## src/rtl/core/tch_sqrt_cell.sv

```systemverilog
// ----------------------------------------------------------------------------
// tch_sqrt_cell
// One restoring step of a 32-bit integer square root, registered.
// ----------------------------------------------------------------------------
module tch_sqrt_cell (
    input  logic        clk,
    input  logic        en,
    input  logic [3:0]  step,
    input  logic [31:0] v_in,
    input  logic [31:0] r_in,
    output logic [31:0] v_reg,
    output logic [31:0] r_reg
);
    logic [31:0] b_val;
    logic [32:0] t_val;
    logic [31:0] v_next;
    logic [31:0] r_next;

    always_comb
    begin
        b_val = 32'h4000_0000 >> {step, 1'b0};
        t_val = {1'b0, r_in} + {1'b0, b_val};
        if ({1'b0, v_in} >= t_val)
        begin
            v_next = v_in - t_val[31:0];
            r_next = (r_in >> 1) + b_val;
        end
        else
        begin
            v_next = v_in;
            r_next = r_in >> 1;
        end
    end

    always_ff @(posedge clk)
    begin
        if (en)
        begin
            v_reg <= v_next;
            r_reg <= r_next;
        end
    end
endmodule

```

## config.mk

```make
export PLATFORM = sky130hd
export DESIGN_NAME = tch_sqrt_cell
export DESIGN_NICKNAME = d
export VERILOG_FILES = /design/src/rtl/core/tch_sqrt_cell.sv
export SDC_FILE = /design/constraint.sdc
export NUM_CORES = 1
export LEC_CHECK = 0
export BUFFER_PORTS_ARGS = -buffer_cell sky130_fd_sc_hd__buf_2
export CAP_MARGIN = 10
export CORE_ASPECT_RATIO = 0.7
export CORE_UTILIZATION = 45
export CTS_BUF_LIST = sky130_fd_sc_hd__clkbuf_16
export CTS_CLUSTER_DIAMETER = 150
export DETAILED_ROUTE_END_ITERATION = 8
export PLACE_DENSITY = 0.8
export SLEW_MARGIN = 5
export SYNTH_ARGS = -nofsm -noshare
export SYNTH_HDL_FRONTEND = slang
export SYNTH_SLANG_ARGS = --single-unit
export TNS_END_PERCENT = 100
```

## constraint.sdc

```tcl
create_clock -name clk -period 4.7 [get_ports clk]
set_input_delay 0.47 -clock clk [delete_from_list [all_inputs] [get_ports clk]]
set_output_delay 0.47 -clock clk [all_outputs]
set_load 0.005 [all_outputs]
```

==> impl_metrics.yaml <==
timing:
  fin_crit_sh: 0.972
  hold_viol: 0
  tightest_slew_ns: 0.843
  holdWs_ns: 0.450
  final_max_slew_viol_count: 0
  setup_viol_count_final: 0
  max_freq_mhz: 219
  min_period_ns: 4.57
  slew-limit-headroom: 0.438
  tns_ns: 0
synth:
  synth-seq-cells: 64
  syn_area_sq_um: 6530
  synth_edf_count: 64
  post_synth.cell_area_avg_sq_um: 9.54
  syn_inst: 684
  ys.flop_type: "edfxtp_1"
  yosysWarningCount: 0
  ys_seq_area_frac: 0.294
  async_reset_ff_frac: 0
  yosysUniqueCellTypes: 62
  syn-num-nets: 821
clocking:
  clockBufferDepth: 2
  cts.clk_slew.worst_paths_ns: 0.06
  cts_root_buf: "clkbuf_16"
  htree_levels: 3
  tritoncts: "done"
  cts_made_buffers: 9
  ctsHoldBuffers: 0
  numClockSinks: 64
global_routing:
  antenna_found_initial: 0
  use_met2: 0.398
  top_usage_layer: "met2"
  grt_overflow_total: 0
  grtUsageMet1: 0.344
  grtUsageTotal: 0.253
  grt_pass1_vias: 5922
  grt_max_degree: 65
  grt_pass1_wl_um: 29800
  met3_usage: 0.0677
critical_path:
  startpoint: "step[2]"
  crit_fanout: 17
  worstPathArrival_ns: 4.66
  critPathRequiredTime_ns: 4.79
  crit_path_end_kind: "flop"
  critPathKind: "input port to flop"
  cp-endpoint: "r_reg[16]"
  start_kind: "input port"
die:
  start_util: 0.464
  fp.dieW_um: 146
  die_h_um: 103
  rows: 36
  core_sq_um: 14100
  dieArea_sq_um: 15000
  io_pins: 134
cells_and_area:
  fin_cells: 1123
  final_cell_mix: "buf_2, buf_4, ha_1"
  area_delta_synth_final_pct: 34.7
  fillers: 1157
  nets: 1066
  post-route-util: 0.625
  final_common_cell: "buf_2"
  drive_above_1_share: 0.382
  diodes: 0
place:
  port-buffer-count: 133
  hpwl_um: 15000
  routabilityCongestion: 0.942
  dp.cells: 1107
pwr:
  peakVddDrop_mv: 0.174
  p_comb_frac: 0.403
  pwr-share-seq: 0.320
  powerDensity_nw_per_um2: 265
  power_frac_clock: 0.277
  p_int_uw: 1590
  swShare: 0.317
  fin_total_pwr_uw: 2330
  p_leak_uw: 0.00378
  p_switching_uw: 739
routing:
  finalWirelength_um: 19200
  drc_errors: 0
  dr.first_iter.drc_count: 387
  ant_nets: 0
  dr_total_vias: 6451
  wl_per_cell_um: 17.1
  viasPerCell: 5.74
  firstDrtPassIters: 6
run:
  drv_cap: 0
hold_path:
  hold_start: "v_in[2]"
  min_path_type: "input port to flop"
outcome:
  status: "finished, final reports clean"
-- stage by stage --
stage / instance area, sq um / setup slack (ns)
finish: 8790 / 0.132
global placement: 8330 / -0.165
floorplan: 6590 / 0.00168
global route: 8790 / -0.102
detailed placement: 8330 / -0.312
CTS: 8610 / 0.0169
-- routing by layer --
metal  vias to the layer above  share of wire
li1                       3109              -
met1                      3020           0.48
met2                       298           0.42
met3                        24          0.085
met4                         0          0.016
met5                         -              0
-- area by class of cell --
type                    count  area [sq um]  share of cell area
multi-input cells         588          4700               0.535
flip-flops and latches     64          1920               0.219
repair buffers            251          1590               0.181
well taps                 190           238              0.0270
clock buffers               9           225              0.0256
inverters                  15          56.3             0.00641
clock inverters             6          51.3             0.00584
-- what timing repair did --
item | in CTS | in global routing
setup buffers | 0 | 1
endpoints found under the setup margin | 0 | 64
gates resized for setup | 0 | 35
-- kinds of logic (layout without fill, tap and decap cells) --
logic type | count (synthesis) | count (layout) | synth area share
AND/OR/NAND/NOR | 196 | 196 | 0.149
multiplexers | 48 | 48 | 0.0880
flip-flops | 64 | 64 | 0.294
buffers and inverters | 32 | 281 | 0.0213
adder cells (fa/ha/maj) | 67 | 67 | 0.130
XOR/XNOR | 86 | 86 | 0.115
AO/OA/AOI/OAI | 191 | 191 | 0.202
-- cell usage after synthesis, types with 3 or more instances --
| cell | number | area (sq um) |
|---|---|---|
| or2_2 | 6 | 37.5 |
| and2_1 | 3 | 18.8 |
| o31ai_1 | 3 | 22.5 |
| xor2_1 | 36 | 315 |
| a21oi_1 | 37 | 185 |
| and3_1 | 7 | 43.8 |
| nor3_1 | 22 | 110 |
| o21bai_1 | 11 | 82.6 |
| nand3_1 | 8 | 40.0 |
| a31oi_1 | 23 | 144 |
| nor2b_1 | 10 | 62.6 |
| a41oi_1 | 4 | 35.0 |
| a21o_1 | 18 | 135 |
| a221oi_1 | 3 | 26.3 |
| a311oi_1 | 3 | 26.3 |
| edfxtp_1 | 64 | 1920 |
| inv_1 | 15 | 56.3 |
| a21boi_0 | 4 | 30.0 |
| a211oi_1 | 9 | 67.6 |
| a22o_1 | 3 | 26.3 |
| nand4_1 | 12 | 75.1 |
| mux2_2 | 35 | 394 |
| and4_1 | 5 | 43.8 |
| o21a_1 | 9 | 67.6 |
| ha_1 | 66 | 826 |
| o21ai_0 | 35 | 175 |
| nand2_1 | 46 | 173 |
| nand2b_1 | 11 | 68.8 |
| mux2i_1 | 3 | 30.0 |
| a211o_1 | 5 | 43.8 |
| o211ai_1 | 3 | 22.5 |
| clkbuf_1 | 12 | 45.0 |
| mux2_4 | 10 | 150 |
| or3_1 | 8 | 50.1 |
| xnor2_1 | 50 | 438 |
| buf_2 | 3 | 15.0 |
| nor2_1 | 49 | 184 |
-- worst min-delay path by stage --
| stage | endpoint | slack, ns | cells after the start |
|---|---|---|---|
| after floorplan | r_reg[0] | 0.58 | 0 |
| after global placement | v_reg[19] | 0.80 | 2 |
| after detailed placement | v_reg[2] | 0.80 | 2 |
| after CTS | v_reg[2] | 0.45 | 2 |
| after global routing | v_reg[2] | 0.46 | 2 |
| final | v_reg[2] | 0.45 | 2 |
-- critical path, stage by stage --
cell and delay, ns:
buf_2 0.12, buf_4 0.15, nand2b_1 0.16, nor2_1 0.11, ha_1 0.33, a31oi_1 0.09, o21ai_0 0.24, nor2_1 0.07
a211o_1 0.32, or2_2 0.31, xor2_2 0.16, ha_1 0.33, a21o_1 0.22, a21o_1 0.18, a21o_1 0.22, a31oi_4 0.21
nand2_2 0.10, o31ai_4 0.27, nor2_4 0.11, buf_12 0.18, mux2_4 0.31
-- power groups by stage --
stage                     Combinational [uW]  Clock, uW  Sequential, uW
after floorplan                          522          0             769
after global placement                   882          0             758
after detailed placement                 900          0             758
after CTS                                909        657             747
after global routing                    1010        677             753
final                                    938        646             746
(Power assumes the default switching activity.)
