`src/rtl/core/tch_pkg.sv`:
```
// ----------------------------------------------------------------------------
// tch_pkg
// Shared constants, types and tables of the tilt-compensated heading core.
// ----------------------------------------------------------------------------
package tch_pkg;

    localparam int CORDIC_STEPS  = 16;
    localparam int INTERNAL_BITS = 24;
    localparam int CORDIC_RUN    = (CORDIC_STEPS < 24) ? CORDIC_STEPS : 24;

    // Integer square root of a 32-bit word: one result bit per cell.
    localparam int SQ_STEPS = 16;
    // Width of the tilt products and of the horizontal vector.
    localparam int PW       = 54;
    // CORDIC datapath width; the vector enters below 2^(INTERNAL_BITS-3).
    localparam int CW       = INTERNAL_BITS + 2;
    localparam int LIM_BIT  = INTERNAL_BITS - 4;
    localparam int PIDX_W   = $clog2(PW);

    localparam logic [15:0] HEAD_TURN = 16'd36000;
    localparam logic [31:0] HALF_TURN = 32'h8000_0000;

    localparam int PADDR_W = 4;
    localparam logic [1:0] REG_OFFSET_X = 2'd0;
    localparam logic [1:0] REG_OFFSET_Y = 2'd1;
    localparam logic [1:0] REG_OFFSET_Z = 2'd2;

    // Per-item data that rides along the square-root cells.
    typedef struct packed {
        logic               rdy;
        logic               azero;
        logic signed [16:0] mx;
        logic signed [16:0] my;
        logic signed [16:0] mz;
        logic signed [15:0] ax;
        logic signed [15:0] ay;
        logic signed [15:0] az;
    } sq_side_t;

    // Per-item data that rides along the tilt product stages.
    typedef struct packed {
        logic               rdy;
        logic               azero;
        logic               qzero;
        logic               axpos;
        logic signed [16:0] mx;
        logic signed [16:0] my;
        logic signed [16:0] mz;
    } tl_side_t;

    // Per-item flags that ride along the CORDIC cells.
    typedef struct packed {
        logic force0;
        logic tilt;
        logic status;
    } cr_side_t;

    // arctan(2^-i) in units of 2^-32 turn.
    function automatic logic [31:0] atan_turn(input logic [4:0] i);
        logic [31:0] a;
        unique case (i)
            5'd0:    a = 32'd536870912;
            5'd1:    a = 32'd316933406;
            5'd2:    a = 32'd167458907;
            5'd3:    a = 32'd85004756;
            5'd4:    a = 32'd42667331;
            5'd5:    a = 32'd21354465;
            5'd6:    a = 32'd10679838;
            5'd7:    a = 32'd5340245;
            5'd8:    a = 32'd2670163;
            5'd9:    a = 32'd1335087;
            5'd10:   a = 32'd667544;
            5'd11:   a = 32'd333772;
            5'd12:   a = 32'd166886;
            5'd13:   a = 32'd83443;
            5'd14:   a = 32'd41722;
            5'd15:   a = 32'd20861;
            5'd16:   a = 32'd10430;
            5'd17:   a = 32'd5215;
            5'd18:   a = 32'd2608;
            5'd19:   a = 32'd1304;
            5'd20:   a = 32'd652;
            5'd21:   a = 32'd326;
            5'd22:   a = 32'd163;
            5'd23:   a = 32'd81;
            default: a = 32'd0;
        endcase
        return a;
    endfunction

endpackage

```
`src/rtl/core/tch_cordic_cell.sv`:
```
// ----------------------------------------------------------------------------
// tch_cordic_cell
// One vectoring CORDIC micro-rotation with phase accumulation, registered.
// ----------------------------------------------------------------------------
module tch_cordic_cell (
    input  logic                          clk,
    input  logic                          en,
    input  logic [4:0]                    step,
    input  logic signed [tch_pkg::CW-1:0] x_in,
    input  logic signed [tch_pkg::CW-1:0] y_in,
    input  logic [31:0]                   z_in,
    output logic signed [tch_pkg::CW-1:0] x_reg,
    output logic signed [tch_pkg::CW-1:0] y_reg,
    output logic [31:0]                   z_reg
);
    import tch_pkg::*;

    logic signed [CW-1:0] dx;
    logic signed [CW-1:0] dy;
    logic [31:0]          ang;

    always_comb
    begin
        dx  = y_in >>> step;
        dy  = x_in >>> step;
        ang = atan_turn(step);
    end

    always_ff @(posedge clk)
    begin
        if (en)
        begin
            if (y_in > 0)
            begin
                x_reg <= x_in + dx;
                y_reg <= y_in - dy;
                z_reg <= z_in + ang;
            end
            else
            begin
                x_reg <= x_in - dx;
                y_reg <= y_in + dy;
                z_reg <= z_in - ang;
            end
        end
    end
endmodule

```
`config.mk`:
```
export PLATFORM = sky130hd
export DESIGN_NAME = tch_cordic_cell
export DESIGN_NICKNAME = d
export VERILOG_FILES = /design/src/rtl/core/tch_pkg.sv /design/src/rtl/core/tch_cordic_cell.sv
export SDC_FILE = /design/constraint.sdc
export NUM_CORES = 1
export LEC_CHECK = 0
export BUFFER_PORTS_ARGS = -buffer_cell sky130_fd_sc_hd__buf_2
export CAP_MARGIN = 15
export CORE_ASPECT_RATIO = 2
export CORE_MARGIN = 4
export CORE_UTILIZATION = 40
export DETAILED_ROUTE_END_ITERATION = 16
export PLACE_DENSITY = 0.65
export SKIP_CTS_REPAIR_TIMING = 1
export SLEW_MARGIN = 20
export SYNTH_ARGS = -nofsm -noshare
export SYNTH_HDL_FRONTEND = slang
export SYNTH_SLANG_ARGS = --single-unit
```
`constraint.sdc`:
```
create_clock -name clk -period 7.08 [get_ports clk]
set_input_delay 0.708 -clock clk [delete_from_list [all_inputs] [get_ports clk]]
set_output_delay 0.708 -clock clk [all_outputs]
set_load 0.05 [all_outputs]
```
==> summary.txt, run 1 <==
GRT
  – Vias in the first global route: 12,600
  – Grt total ovfl: 0
  – M1 GR Usage: 0.271
  – Tot GR Track Use: 0.273
  – Met2 global-route usage: 0.496
  – Gr busiest metal: met2
  – Initial antenna violation count: 3
  – Pin count of the biggest net entering global routing: 59
  – First-pass GRT wire length: 72,600 um
  – M3 GR Usage: 0.0437

Setup path
  – Most frequent cell on the critical path: buf_4
  – Ordered list of cells on the worst path: buf_4 -> buf_4 -> mux4_1 -> mux2_2 -> mux4_2 -> a21oi_1 -> nand4_1 -> nor2_1 -> a31oi_1 -> xnor2_1 -> ha_1 -> and3_1 -> nand2_1 -> o311a_1 -> a211oi_1 -> a311oi_1 -> o21ai_0 -> xor2_1
  – Critical Path Fanout Max: 31
  – CP Depth: 18
  – Largest delay share family, worst path: compound AO/OA/AOI/OAI gates
  – Worst setup EP type: flop
  – Crit. Startpoint: step[0]
  – Worst EP required: 7.21 ns
  – Worst setup path end: x_reg[25]$_DFFE_PP_
  – CP startpoint kind: input pin
  – CP peak stage delay: 0.68 ns
  – Slowest cell on crit path: mux4_1
  – Worst EP arrival: 6.43 ns
  – Kind of critical path: in2reg
  – Crit path buf inv count: 2

Synthesis
  – Mapped Avg Cell Area: 8.70 um^2
  – Sequential share of the synthesized area: 0.204
  – Most numerous cell in the Yosys netlist: a21oi_1
  – Synth area leaders: edfxtp_1 (20%), ha_1 (9.3%), mux4_2 (8.2%), xnor2_1 (5.7%), mux2i_1 (4.7%)
  – Post-Syn Area: 12,400 um^2
  – Post-Synthesis Cells: 1,423
  – Ys async rst share: 0
  – Post-synth top area cell: edfxtp_1
  – Cell variety after synth: 88
  – Number of synthesized flops with an enable pin: 84
  – Synthesized flop and latch total: 84
  – Synth top area share: 0.204
  – Main synth FF type: edfxtp_1
  – Syn nets: 1,609
  – YS warnings: 0
  – Top cells by count, synth: a21oi_1 (114), nor2_1 (111), nand2_1 (105)

Die
  – Die ar.: 34,000 um^2
  – Core footprint: 30,400 um^2
  – Row count: 90
  – Die Height: 257 um
  – Starting Density: 0.407
  – Io pins: 175
  – Die span in x: 132 um

Place
  – Dpl hpwl: 38,100 um
  – Gpl congestion: 0.995
  – Area of placed instances: 13,700 um^2
  – DP Worst Slack: 0.429 ns
  – Dpl cells: 1,924
  – PortBufs: 174

Min path
  – Hold crit path type: in2reg

STA
  – TNS Setup: 0 ns
  – Slew @ Worst Pin: 1.11 ns
  – Min Tclk post-route: 6.31 ns
  – Setup WS post-layout: 0.774 ns
  – RSZ-0062 raised after global routing: false
  – Final slew viol count: 0
  – Fmax: 159 MHz
  – Setup violators final: 0
  – Final Hold Viols: 0
  – Slew margin rel.: 0.251
  – Tcrit/Tclk final: 0.891

Clock network
  – # H-tree levels: 3
  – Clk buf depth: 2
  – Root Driver: clkbuf_16
  – CTS buffer count: 9
  – Reg clk slew, reported paths: 0.07 ns
  – CTS tree: yes
  – Clock Sinks: 84

Finish
  – Post-Layout Cell Count: 1,943
  – Design area: 14,000 um^2
  – Nets@finish: 1,753
  – Register area: 2520 um^2
  – Layout area overhead: 12.8%
  – Layout cells sized above 1: 0.201
  – Fillers: 3,044
  – Max reg flops: 32
  – Multi-input logic area: 9300 um^2

Routing
  – Vias per cell: 6.44
  – Detail Route Antenna Nets: 0
  – DRC viols: 0
  – Via count: 12,500
  – Starting DRT DRC Count: 896
  – DR pass1 iterations: 8
  – Routed WL: 47,600 um
  – WL/cell: 24.5 um

Pwr
  – PwrDens: 225 nW/um^2
  – Leakage: 5.72 nW
  – Maximum vdd drop: 131 uV

Run
  – Maxcap violations: 0

Status
  – Outcome: finished clean
==> logic make-up (layout without fill, tap and decap cells) <==
group	after synthesis	after routing	synth area share
AOI/OAI and AO/OA	442	442	0.237
xor gates and xnor gates	143	143	0.101
adders and majority gates	96	96	0.0986
buffers and inverters	128	277	0.0454
DFF	84	84	0.204
muxes	126	126	0.156
other	0	3	0
and+or+nand+nor	404	404	0.158
==> metal layers <==
metal,part of all wire,wire [um]
met5,0,0
met4,0.092,4370
met3,0.054,2550
met2,0.52,24600
met1,0.34,16100
==> power breakdown <==
group | switching (mW) | internal, mW | total (mW)
Clock | 0.240 | 0.246 | 0.486
Sequential | 0.0305 | 0.735 | 0.765
Combinational | 1.27 | 0.624 | 1.89
==> cell usage in the layout, fill, tap and decap left out, types with 41 or more instances in the layout <==
| cell type | instances |
|---|---|
| mux4_2 | 45 |
| edfxtp_1 | 84 |
| buf_2 | 171 |
| inv_1 | 43 |
| mux2i_1 | 58 |
| nor3_1 | 41 |
| nor2_1 | 111 |
| xor2_1 | 62 |
| a21oi_1 | 114 |
| ha_1 | 92 |
| o21ai_0 | 89 |
| xnor2_1 | 81 |
| nand2_1 | 105 |
==> worst min-delay path by stage <==
stage | startpoint | slack (ns) | end | cells after the start
2_1_floorplan | en | 0.82 | x_reg[0]$_DFFE_PP_ | 0
3_3_place_gp | y_in[0] | 1.08 | y_reg[0]$_DFFE_PP_ | 2
3_5_place_dp | y_in[0] | 1.09 | y_reg[0]$_DFFE_PP_ | 2
4_1_cts | y_in[0] | 0.68 | y_reg[0]$_DFFE_PP_ | 2
6_report | y_in[0] | 0.70 | y_reg[0]$_DFFE_PP_ | 2
5_1_grt | y_in[0] | 0.69 | y_reg[0]$_DFFE_PP_ | 2
==> through the flow <==
stage	utilization	hold WS (ns)	total power [mW]
2_1_floorplan	-	0.820	2.18
6_report	0.460	0.699	3.14
5_1_grt	0.460	0.691	3.32
3_3_place_gp	0.450	1.08	2.64
3_5_place_dp	0.450	1.09	2.65
4_1_cts	0.459	0.685	3.15
==> final cells by class <==
class                      instances  area share
inverter                          47      0.0126
sequential                        84       0.181
multi-input combinational       1211       0.666
clock buffer                       9      0.0161
clock inverter                     7     0.00466
timing repair buffer             214      0.0870
tap                              368      0.0330
antenna                            3    0.000537
No activity file was read; power rests on OpenSTA's default activity.
==> run 2: changes to the inputs <==
--- a/config.mk
+++ b/config.mk
@@ -9,9 +9,9 @@
 export CAP_MARGIN = 15
 export CORE_ASPECT_RATIO = 2
 export CORE_MARGIN = 4
-export CORE_UTILIZATION = 40
+export CORE_UTILIZATION = 54
 export DETAILED_ROUTE_END_ITERATION = 16
-export PLACE_DENSITY = 0.65
+export PLACE_DENSITY = 0.82
 export SKIP_CTS_REPAIR_TIMING = 1
 export SLEW_MARGIN = 20
 export SYNTH_ARGS = -nofsm -noshare
==> summary.txt, run 2 (synthesized netlist as in run 1, its figures left out) <==
Die
  – Die span in x: 115 um
  – Core footprint: 22,600 um^2
  – Die ar.: 25,600 um^2
  – Die Height: 222 um
  – Row count: 78
  – Starting Density: 0.547
  – Io pins: 175

Finish
  – Max reg flops: 32
  – Layout cells sized above 1: 0.199
  – Nets@finish: 1,750
  – Core Util, Final: 0.611
  – Design area: 13,800 um^2
  – Number of inserted diodes: 0
  – Commonest non-fill, non-tap cell in the layout: buf_2
  – Most frequent cells in the layout: buf_2 (171), a21oi_1 (114), nor2_1 (111)
  – Layout area overhead: 11.7%

Routing
  – Starting DRT DRC Count: 1,239
  – WL/cell: 25.6 um
  – DRC viols: 0
  – Via count: 12,700
  – Detail Route Antenna Nets: 0
  – Routed WL: 47,300 um
  – Uppermost layer routed: met4
  – M1 wire length: 14,900 um
  – Vias per cell: 6.88
  – WL met3: 3490 um
  – DR WL met2: 24,400 um
  – DR pass1 iterations: 6

Pwr
  – Logic pwr share: 0.598
  – Maximum vdd drop: 260 uV
  – Cell Int Power: 1.63 mW
  – Clock power frac: 0.162
  – Post-route total power: 3.18 mW
  – Sw frac: 0.487
  – PwrDens: 230 nW/um^2
  – Leakage: 5.70 nW
  – P_sw: 1.55 mW
  – Sequential Power Share: 0.240

STA
  – Final slew viol count: 0
  – Min Tclk post-route: 6.29 ns
  – Tcrit/Tclk final: 0.889
  – TNS Setup: 0 ns
  – Setup violators final: 0
  – Final hold slack: 0.747 ns
  – Slew @ Worst Pin: 1.21 ns
  – Final Hold Viols: 0
  – Slew margin rel.: 0.188
  – Fmax: 159 MHz
  – RSZ-0062 raised after global routing: false

Setup path
  – CP startpoint kind: input pin
  – Kind of critical path: in2reg
  – Worst setup EP type: flop
  – Critical Path Fanout Max: 29
  – Worst EP arrival: 6.42 ns
  – Worst EP required: 7.20 ns

Place
  – Gpl congestion: 1.06
  – PortBufs: 174
  – Area of placed instances: 13,500 um^2
  – Dpl hpwl: 37,100 um

GRT
  – Pin count of the biggest net entering global routing: 59
  – First-pass GRT wire length: 71,500 um
  – Vias in the first global route: 12,900
  – Tot GR Track Use: 0.365
  – Initial antenna violation count: 0
  – Grt total ovfl: 0

Clock network
  – Reg clk slew, reported paths: 0.07 ns
  – CTS buffer count: 9
  – Root Driver: clkbuf_16
  – Clock Sinks: 84
  – CTS tree: yes
  – # H-tree levels: 3
  – Clk buf depth: 2

Status
  – Outcome: finished clean

Min path
  – Hold crit path type: in2reg

Run
  – Maxcap violations: 0
run 2: changes by cell type in the layout (fill, tap and decap cells not counted):
| cell | change |
|---|---|
| buf_4 | -2 |
| inv_8 | -2 |
| buf_12 | -1 |
| diode_2 | -3 |
| clkinv_2 | +2 |
| bufinv_16 | +1 |
| clkinv_4 | -1 |
run 2: worst max-delay path: stages:
cell	delay, ns
buf_2	0.49
nand2b_1	0.32
a2bb2o_1	0.38
o31ai_1	0.12
a221oi_1	0.65
ha_1	0.31
inv_1	0.06
or4b_1	0.56
or2_2	0.33
o21ai_0	0.21
xor2_1	0.18
ha_1	0.30
a21oi_1	0.13
o21ai_0	0.12
a32oi_1	0.16
o31ai_1	0.13
o41ai_1	0.47
o31a_1	0.25
a21oi_1	0.09
a311oi_1	0.33
xnor2_1	0.09
run 2: final cells by class:
class / count / area [um^2]
multi-input combinational: 1211 / 9300
clock inverter: 7 / 73.8
fill: 2062 / 8810
sequential: 84 / 2520
timing repair buffer: 211 / 1180
inverter: 47 / 176
clock buffer: 9 / 225
tap: 280 / 350
run 2: worst paths after layout:
path / startpoint / end / depth (start not counted)
max: step[1] / y_reg[25]$_DFFE_PP_ / 21
min: z_in[1] / z_reg[1]$_DFFE_PP_ / 2
run 2: per-layer routing:
| metal | global-route usage | vias to the layer above |
|---|---|---|
| met5 | 0 | - |
| met4 | 0.292 | 0 |
| met3 | 0.0757 | 290 |
| met2 | 0.640 | 759 |
| met1 | 0.358 | 5952 |
| li1 | - | 5716 |
run 2: power groups by stage:
stage / logic [mW] / registers, mW / clock network, mW
after floorplan: 0.940 / 1.24 / 0
after global placement: 1.84 / 0.772 / 0
after detailed placement: 1.87 / 0.777 / 0
after CTS: 1.88 / 0.767 / 0.522
after global routing: 2.02 / 0.776 / 0.539
final: 1.90 / 0.764 / 0.515
run 2: through the flow:
step                setup slack (ns)  cells
global route                   0.302   1849
global placement               0.611   1833
finish                         0.787   1849
detailed placement             0.519   1833
floorplan                       1.15   1423
CTS                            0.897   1849
